--- src/rtl/mmi_pkg.sv ---
`timescale 1ns / 1ps
// mmi_pkg: control word format and microcode table for the modular inverse sequencer
// depends on nothing; imported by montgomery_modular_inverse and its testbench
package mmi_pkg;

  // phase one stops after at most this many iterations
  localparam int unsigned ITER_CAP = 63;
  localparam int unsigned PC_BITS  = 4;

  // step addresses of the program
  localparam logic [PC_BITS-1:0] STEP_ITER    = 4'd0;
  localparam logic [PC_BITS-1:0] STEP_INIT_R  = 4'd1;
  localparam logic [PC_BITS-1:0] STEP_FULL_TST = 4'd2;
  localparam logic [PC_BITS-1:0] STEP_FULL_M1 = 4'd3;
  localparam logic [PC_BITS-1:0] STEP_FULL_M2 = 4'd4;
  localparam logic [PC_BITS-1:0] STEP_FULL_FIN = 4'd5;
  localparam logic [PC_BITS-1:0] STEP_PART_TST = 4'd6;
  localparam logic [PC_BITS-1:0] STEP_PART_M1 = 4'd7;
  localparam logic [PC_BITS-1:0] STEP_PART_M2 = 4'd8;
  localparam logic [PC_BITS-1:0] STEP_PART_FIN = 4'd9;
  localparam logic [PC_BITS-1:0] STEP_CHECK   = 4'd10;
  localparam logic [PC_BITS-1:0] STEP_DONE    = 4'd11;

  // datapath operation of one step
  typedef enum logic [3:0] {
    OP_NONE,
    OP_ITER,
    OP_INIT_R,
    OP_MUL_R_MU,
    OP_MUL_CS_MU,
    OP_MUL_Q_M,
    OP_FULL_FIN,
    OP_PART_FIN,
    OP_CHECK,
    OP_DONE
  } op_t;

  // jump condition; when false the program falls through to the next step
  typedef enum logic [2:0] {
    COND_NEVER,
    COND_LOOP,
    COND_ERR,
    COND_K_LT_W,
    COND_SKIP_PART
  } cond_t;

  typedef struct packed {
    op_t                op;
    cond_t              cond;
    logic [PC_BITS-1:0] target;
  } ctrl_word_t;

  // microcode rom
  function automatic ctrl_word_t ucode(input logic [PC_BITS-1:0] pc);
    ctrl_word_t w;
    case (pc)
      STEP_ITER:     w = '{OP_ITER,      COND_LOOP,      STEP_ITER};
      STEP_INIT_R:   w = '{OP_INIT_R,    COND_ERR,       STEP_CHECK};
      STEP_FULL_TST: w = '{OP_NONE,      COND_K_LT_W,    STEP_PART_TST};
      STEP_FULL_M1:  w = '{OP_MUL_R_MU,  COND_NEVER,     STEP_ITER};
      STEP_FULL_M2:  w = '{OP_MUL_Q_M,   COND_NEVER,     STEP_ITER};
      STEP_FULL_FIN: w = '{OP_FULL_FIN,  COND_NEVER,     STEP_ITER};
      STEP_PART_TST: w = '{OP_NONE,      COND_SKIP_PART, STEP_CHECK};
      STEP_PART_M1:  w = '{OP_MUL_CS_MU, COND_NEVER,     STEP_ITER};
      STEP_PART_M2:  w = '{OP_MUL_Q_M,   COND_NEVER,     STEP_ITER};
      STEP_PART_FIN: w = '{OP_PART_FIN,  COND_NEVER,     STEP_ITER};
      STEP_CHECK:    w = '{OP_CHECK,     COND_NEVER,     STEP_ITER};
      default:       w = '{OP_DONE,      COND_NEVER,     STEP_ITER};
    endcase
    return w;
  endfunction

endpackage

--- src/rtl/montgomery_modular_inverse.sv ---
`timescale 1ns / 1ps
// Modular inverse by the Kaliski method: each request (value, odd prime modulus m below
// 2^31, mu = -m^-1 mod 2^WORD_BITS) returns value^-1 mod m and a range error flag. Work is
// done by a small microcoded sequencer over one add/shift datapath and one 32x32 multiplier.
// One request is in flight at a time. The almost-inverse loop runs k iterations (k up to 63),
// one per cycle through the 33-bit add/subtract; for valid operands k is at most 62. The
// reduction tail runs through the multiplier steps, each registered. A finished result
// waits in an output register, and the next request can be taken while it waits, from the
// cycle after the result is registered.
// depends on mmi_pkg
module montgomery_modular_inverse
  import mmi_pkg::*;
#(
  parameter int unsigned WORD_BITS = 32
) (
  input  logic        clk,
  input  logic        rst,
  input  logic        s_axis_tvalid,
  output logic        s_axis_tready,
  input  logic [95:0] s_axis_tdata,   // value[30:0], modulus[61:31], neg_inv_mod_word[93:62]
  output logic        m_axis_tvalid,
  input  logic        m_axis_tready,
  output logic [31:0] m_axis_tdata,   // inverse[30:0], zero pad
  output logic [0:0]  m_axis_tuser    // range_error[0]
);

  localparam logic [31:0] MASK  = 32'((64'd1 << WORD_BITS) - 64'd1);
  localparam logic [5:0]  WBITS = 6'(WORD_BITS);
  localparam logic [5:0]  KCAP  = 6'(ITER_CAP);

  // control
  logic               busy;
  logic [PC_BITS-1:0] pc;
  ctrl_word_t         cw;

  // datapath registers
  logic [32:0] u, v;
  logic [31:0] s, t, r, mu;
  logic [30:0] m;
  logic [5:0]  k;
  logic [63:0] prod;
  logic        err;

  // output register
  logic [30:0] inverse;
  logic        range_error;

  logic in_xfer;
  logic out_free;

  // iteration datapath
  logic        u_odd, u_flip;
  logic [32:0] u_sum, u_sel, u_next, v_next;
  logic [31:0] s_next, t_next, nt;
  logic [5:0]  k_next;
  logic        it_done, it_exit;

  // reduction datapath
  logic [5:0]  sh;
  logic [31:0] cs, r_shr, addend;
  logic [31:0] mul_a, mul_b;
  logic [32:0] lo_sum;
  logic [33:0] fin;
  logic [31:0] r_init0, r_init;
  logic        jump;

  assign cw       = ucode(pc);
  assign in_xfer  = s_axis_tvalid && s_axis_tready;
  assign out_free = !m_axis_tvalid || m_axis_tready;

  assign s_axis_tready = !busy;
  assign m_axis_tdata  = {1'b0, inverse};
  assign m_axis_tuser  = range_error;

  // one almost-inverse iteration
  always_comb begin
    u_odd   = u[0];
    u_sum   = (u[32] != v[32]) ? u + v : u - v;
    u_flip  = u_odd && (u_sum[32] != u[32]);
    u_sel   = u_odd ? u_sum : u;
    u_next  = {u_sel[32], u_sel[32:1]};
    v_next  = u_flip ? u : v;
    nt      = u_flip ? s : t;
    s_next  = u_odd ? s + t : s;
    t_next  = {nt[30:0], 1'b0};
    k_next  = k + 6'd1;
    it_done = (u_next == 33'd0);
    it_exit = it_done || (k_next == KCAP);
  end

  // starting remainder, shifted forms and multiplier operands
  always_comb begin
    r_init0 = {1'b0, m} - t;
    r_init  = r_init0[31] ? r_init0 + {1'b0, m} : r_init0;
    sh      = WBITS - k;
    cs      = (r << sh[4:0]) & MASK;
    r_shr   = r >> k[4:0];
    case (cw.op)
      OP_MUL_CS_MU: mul_a = cs;
      OP_MUL_Q_M:   mul_a = prod[31:0] & MASK;
      default:      mul_a = r;
    endcase
    mul_b  = (cw.op == OP_MUL_Q_M) ? {1'b0, m} : (mu & MASK);
    addend = (cw.op == OP_PART_FIN) ? cs : r;
    lo_sum = {1'b0, prod[31:0] & MASK} + {1'b0, addend};
    fin    = 34'(prod >> WORD_BITS) + 34'(lo_sum >> WORD_BITS)
           + ((cw.op == OP_PART_FIN) ? {2'b0, r_shr} : 34'd0);
  end

  // jump decision
  always_comb begin
    case (cw.cond)
      COND_LOOP:      jump = !it_exit;
      COND_ERR:       jump = err;
      COND_K_LT_W:    jump = (k < WBITS);
      COND_SKIP_PART: jump = err || (k == 6'd0);
      default:        jump = 1'b0;
    endcase
  end

  // sequencer
  always_ff @(posedge clk) begin
    if (rst) begin
      busy <= 1'b0;
      pc   <= STEP_ITER;
    end else if (!busy) begin
      if (in_xfer) begin
        busy <= 1'b1;
        pc   <= STEP_ITER;
      end
    end else if (cw.op == OP_DONE) begin
      if (out_free) begin
        busy <= 1'b0;
        pc   <= STEP_ITER;
      end
    end else begin
      pc <= jump ? cw.target : pc + 4'd1;
    end
  end

  // datapath
  always_ff @(posedge clk) begin
    if (rst) begin
      err <= 1'b0;
    end else if (!busy) begin
      if (in_xfer) begin
        u    <= {2'b0, s_axis_tdata[30:0]};
        v    <= {2'b0, s_axis_tdata[61:31]};
        m    <= s_axis_tdata[61:31];
        mu   <= s_axis_tdata[93:62];
        s    <= 32'd1;
        t    <= 32'd0;
        k    <= 6'd0;
        err  <= 1'b0;
      end
    end else begin
      case (cw.op)
        OP_ITER: begin
          u <= u_next;
          v <= v_next;
          s <= s_next;
          t <= t_next;
          k <= k_next;
          if (it_exit && !it_done) err <= 1'b1;
        end
        OP_INIT_R: r <= r_init;
        OP_MUL_R_MU, OP_MUL_CS_MU, OP_MUL_Q_M: prod <= 64'(mul_a) * 64'(mul_b);
        OP_FULL_FIN: begin
          r <= fin[31:0];
          k <= k - WBITS;
          if ((k - WBITS) >= WBITS) err <= 1'b1;
        end
        OP_PART_FIN: r <= fin[31:0];
        OP_CHECK: if (r >= {1'b0, m}) err <= 1'b1;
        default: ;
      endcase
    end
  end

  // result register
  always_ff @(posedge clk) begin
    if (rst) begin
      m_axis_tvalid <= 1'b0;
    end else begin
      if (busy && cw.op == OP_DONE && out_free) begin
        m_axis_tvalid <= 1'b1;
        inverse       <= err ? 31'd0 : r[30:0];
        range_error   <= err;
      end else if (m_axis_tready) begin
        m_axis_tvalid <= 1'b0;
      end
    end
  end

  // an error result carries a zero inverse
  a_err_zero: assert property (@(posedge clk) disable iff (rst)
    m_axis_tvalid && m_axis_tuser[0] |-> m_axis_tdata == 32'd0)
    else $error("error result with nonzero inverse");

  // a new result appears only from the final program step
  a_rose_done: assert property (@(posedge clk) disable iff (rst)
    $rose(m_axis_tvalid) |-> $past(busy && cw.op == OP_DONE))
    else $error("result raised outside the done step");

  // iteration count never passes the cap
  a_k_cap: assert property (@(posedge clk) disable iff (rst)
    busy |-> k <= KCAP)
    else $error("iteration count beyond cap");

  // program counter stays inside the program
  a_pc_range: assert property (@(posedge clk) disable iff (rst)
    busy |-> pc <= STEP_DONE)
    else $error("program counter out of range");

endmodule

--- config.mk ---
export PLATFORM = sky130hd
export DESIGN_NAME = montgomery_modular_inverse
export DESIGN_NICKNAME = d
export VERILOG_FILES = /design/src/rtl/mmi_pkg.sv /design/src/rtl/montgomery_modular_inverse.sv
export SDC_FILE = /design/constraint.sdc
export NUM_CORES = 2
export LEC_CHECK = 0
export BUFFER_PORTS_ARGS = -buffer_cell sky130_fd_sc_hd__buf_2
export CORE_ASPECT_RATIO = 1.4
export CORE_MARGIN = 4
export CORE_UTILIZATION = 30
export CTS_BUF_LIST = sky130_fd_sc_hd__clkbuf_8
export DETAILED_ROUTE_END_ITERATION = 8
export HOLD_SLACK_MARGIN = 0.02
export PLACE_DENSITY = 0.41
export SLEW_MARGIN = 25
export SYNTH_ARGS = -nofsm -noshare
export SYNTH_HDL_FRONTEND = slang
export SYNTH_SLANG_ARGS = --single-unit
--- constraint.sdc ---
create_clock -name clk -period 15.15 [get_ports clk]
set_input_delay 3.03 -clock clk [delete_from_list [all_inputs] [get_ports clk]]
set_output_delay 3.03 -clock clk [all_outputs]
set_load 0.03 [all_outputs]
# Yosys cells after proc, flatten, opt, wreduce, memory -nomap -nowiden
# Memories as Yosys holds them, arrays and structs flattened. A register that Yosys moved wholly into a read port is not among the register bits.
# Cells that the tools add are included.
# totals
rom_bits	160
out_inout_bits	35
elab_cells	136
memories	1
inputBits	100
ff_bits	334
# classes
n_bitwise	2
eq_ne	25
shift	2
multipliers	1
add_sub_neg	12
mux	46
n_reduce_logical	29
magnitude_cmp	3
# memory_table
memory	depth	width	read_ports	rd_clocked_by_memory_dff	wr	line_no	text
(no name shown)	16	10	1	1	0	mmi_pkg.sv:56	case (pc)
# ops
cell	n
$mux 32	11
$mux 33	9
$pmux 32 s2	2
$add 32x32->32	2
$mul 32x32->64	1
$add 32x32->33	1
$add 33x33->33	1
$logic_not 33->1	1
$sub 33x33->33	1
$add 32x1->32	1
$add 32x31->32	1
$ge 32x31->1	1
$shl 32x5->32	1
$shr 32x5->32	1
$sub 31x32->32	1
$mux 31	1
$mux 4	7
$eq 4x3->1 const B	4
$reduce_and 3->1	5
$mux 6	2
$ne 3x3->1 const B	4
$pmux 6 s2	1
$mux 1	11
$eq 4x2->1 const B	2
other kinds (29)	48

# Logic depth before layout (Yosys ltp)
# logic_depth
depth_word	12
depth_mapped	48
depth_no_buf	43

# Worst setup path before layout
# No wires, ideal clock.
# synth_timing
kind	register -> register
from	register k[0]
to	register prod[63] (data pin)
stages_incl_launch_ff	41
required_ns	14.890
setup_time_ns	0.260
period_less_slack_ns	11.258
arrival_time_ns	10.998
path_slack_ns	3.892
n_path_buf	7
cell_sequence	edfxtp_1 -> clkbuf_1 -> clkbuf_1 -> clkinv_1 -> clkbuf_1 -> ha_1 -> buf_1 -> clkbuf_1 -> mux4_2 -> mux2i_1 -> a211oi_1 -> a21oi_1 -> nor2_1 -> a21oi_1 -> o21a_1 -> clkbuf_1 -> clkbuf_1 -> nor2_1 -> (+5 left out) -> inv_1 -> fa_1 -> fa_1 -> fa_1 -> fa_1 -> ha_1 -> and3_1 -> nor3b_1 -> nand3_1 -> o32ai_1 -> o211ai_1 -> a311o_1 -> a21oi_1 -> o22ai_1 -> o21ai_0 -> a21o_1 -> a21oi_1 -> xnor2_1
# synth_via
elab_chain_cells	4
# synth_lines
item	line_no	text
start, declared	montgomery_modular_inverse.sv:40	logic [5:0] k;
start signal, assigned	montgomery_modular_inverse.sv:163	k <= k_next;
start signal, assigned	montgomery_modular_inverse.sv:170	k <= k - WBITS;
$sub 1x5->5	montgomery_modular_inverse.sv:95	sh = WBITS - k;
$shl 32x5->32	montgomery_modular_inverse.sv:96	cs = (r << sh[4:0]) & MASK;
$pmux 32 s2	montgomery_modular_inverse.sv:98	case (cw.op)
$mul 32x32->64	montgomery_modular_inverse.sv:167	OP_MUL_R_MU, OP_MUL_CS_MU, OP_MUL_Q_M: prod <= 64'(mul_a) * 64'(mul_b);
end signal, assigned	montgomery_modular_inverse.sv:167	
end, declared	montgomery_modular_inverse.sv:41	logic [63:0] prod;
# No other way between the ends.
# A chain may end at the register's enable or synchronous reset.

# Worst setup path in the final report
# Same ends and word-level chain as after synthesis.

==> results.yml <==
detailed_routing:
  drt_iter0_drc: 3068
  viasPerCell: 5.104
  vias: 47790
  post_drt_wl_per_cell_um: 25.25
  first_pass_iters: 6
  postRouteAntennaNets: 0
  drc: 0
  finalWirelength_um: 236400
sta:
  grt_setup_unrepaired: "no"
  fin_tns_setup_ns: 0
  worstMarginPinSlew_ns: 1.065
  slew_headroom_pct: 28.86
  slew_viol_final: 0
  min_period_over_period_pct: 85.46
  setup_viol: 0
  whs_ns: 0.5498
  finalCriticalPeriod_ns: 12.95
  fin_skew_ns: 0.05258
  hold_viol: 0
  fmax_mhz: 77.24
cells_and_area:
  stdcell_count: 9363
  postLayoutCoreUtil_pct: 33.13
  syn2layout_area_growth_pct: 9.659
  fin_area_mm2: 0.06487
  drive_gt1_share_pct: 9.111
  fin_nets: 8168
clock_tree:
  cts.reportedPaths.clkPinSlew_ns: 0.07
  cts_tree: "done"
  cts_hold_buffers: 0
  cts_setup_buffers: 0
  htreeDepth: 3
  clock_sinks: 339
  insertion_delay_ns: 0.77
  cts_made_buffers: 70
  clockBufferDepth: 3
  root_buffer: "clkbuf_8"
  ctsResizeCount: 0
synthesis:
  ys_seq_elements: 339
  seq_area_frac_synth_pct: 16.92
  synth_edf_count: 322
  synth.cell_area_mm2: 0.05916
  synth_top_area_share_pct: 30.49
  yosysMostFrequentCell: "inv_1"
  synth_cells: 6626
  ys_top_cells_by_count: "inv_1 (996), fa_1 (901), nand2_1 (855)"
  synth_area_leaders: "fa_1 (30%), edfxtp_1 (16%), ha_1 (10%), inv_1 (6.3%), nand2_1 (5.4%)"
  synth.avg_cell_area_um2: 8.928
  synth_cell_types: 107
  yosysTopAreaCell: "fa_1"
  async_flop_share_pct: 0
  synth_flop_cell: "edfxtp_1"
  synth_fp_nets: 8111
  yosysWarnings: 0
critical_path:
  worstPathMaxFanout: 34
  path_common_cell: "fa_1"
  cp_slowest_cell: "o32ai_1"
  path_class: "flop to flop"
  critPathMaxStageDelay_ns: 0.78
  crit_required_ns: 15.64
  startpoint_type: "flop"
  cp.arrival_ns: 13.43
  crit_path_end_kind: "flop"
global_routing:
  gr-total-overflow: 0
  grt_pass1_vias: 50980
  grt_max_degree: 81
  grt_usage_pct: 23.13
  antenna_found_initial: 10
  grt_pass1_wl_um: 346600
placement:
  place_hpwl_um: 187200
  portBuffers: 131
  dp.cells: 9229
  gp_congestion: 0.9296
  placed_cell_area_mm2: 0.06340
min_path:
  hold_class: "flop to flop"
floorplan:
  die_w_um: 383.3
  fp.dieArea_mm2: 0.2045
  coreArea_mm2: 0.1958
  start_util_pct: 30.22
  rows: 192
  ioPinCount: 135
  die_h_um: 533.4
power_and_ir_drop:
  peakVddDrop_mv: 0.3523
  power_frac_comb_pct: 79.3
  power_switching_mw: 6.610
  leakagePower_nw: 29.94
  seqPwrFrac_pct: 12.5
  swShare_pct: 51.75
  p_per_area_mw_per_mm2: 196.9
  clkPwrFrac_pct: 8.2
  p_int_mw: 6.162
outcome:
  outcome: "finished, final reports clean"
flow_run:
  max_cap_viol_count: 0
## power by group through the flow
stage / clock network (mW) / registers [mW] / logic, mW
after floorplan: 0 / 1.58 / 6.86
after global placement: 0 / 1.61 / 10.1
after detailed placement: 0 / 1.61 / 9.99
after CTS: 1.11 / 1.59 / 10.2
after global routing: 1.14 / 1.60 / 11.2
final: 1.05 / 1.59 / 10.1
## per-layer routing
metal,part of all wire (%),vias up,track usage (%)
li1,-,21610,-
met1,38,24500,26.47
met2,51,1229,42.23
met3,4.1,450,2.978
met4,5.9,8,11.27
met5,0.019,-,0
## area by class of cell
| cell class | instances | area [um2] |
|---|---|---|
| Multi-Input combinational cell | 4965 | 44370 |
| Fill cell | 20760 | 130900 |
| Clock buffer | 76 | 1046 |
| Inverter | 1001 | 3757 |
| Antenna cell | 5 | 12.51 |
| Tap cell | 2619 | 3277 |
| Clock inverter | 52 | 392.9 |
| Sequential cell | 339 | 10020 |
| Timing Repair Buffer | 306 | 2002 |
## metrics by stage
stage / total power, mW / setup slack [ns]
floorplan: 8.440 / 3.892
global placement: 11.74 / 2.066
detailed placement: 11.60 / 2.073
CTS: 12.90 / 2.038
global route: 13.94 / 1.547
finish: 12.77 / 2.203
## critical path: cells and delay by family, from the launching register on
family / cells / cell delay (ns)
AO/OA/AOI/OAI: 10 / 2.85
XOR/XNOR: 2 / 0.80
adder cells (fa/ha/maj): 10 / 4.85
buffers and inverters: 9 / 1.75
flip-flops: 1 / 0.31
multiplexers: 1 / 0.26
AND/OR/NAND/NOR: 8 / 1.83
## registers in the layout, indices dropped and copies added (netlist names), 30 cells and up
name and count:
m 31, r 32, t 31, u 32
prod 64, s 30, inverse 31, v 32
mu 32
## kinds of logic (layout without fill, tap and decap cells)
kind of cell	Yosys count	in the layout	share of synthesized area [%]
multiplexers	218	218	4.355
flip-flops	339	339	16.92
other	1	6	0.006339
XOR/XNOR	215	215	3.183
buffers and inverters	1322	1435	8.498
AO/OA/AOI/OAI	1027	1027	11.00
AND/OR/NAND/NOR	2119	2119	15.31
adder cells (fa/ha/maj)	1385	1385	40.73
## cell usage in the layout, fill, tap and decap left out, drive strengths merged, types with 148 or more instances in the layout
cell    Yosys  routed
inv       998    1015
o21ai     217     217
xnor2     148     148
a21oi     342     342
ha        484     484
nand2     856     856
nor2      828     828
edfxtp    322     322
fa        901     901
buf        28     306
## final timing paths
check | from | endpoint | slack, ns | cells after the start
worst max register to register | k[0] | prod[63] | 2.20 | 40
worst min register to register | pc[1] | pc[1] | 0.55 | 2
worst min-delay path | pc[1] | pc[1] | 0.55 | 2
worst max-delay path | k[0] | prod[63] | 2.20 | 40
Note: power is estimated with default switching activity, not from simulation.
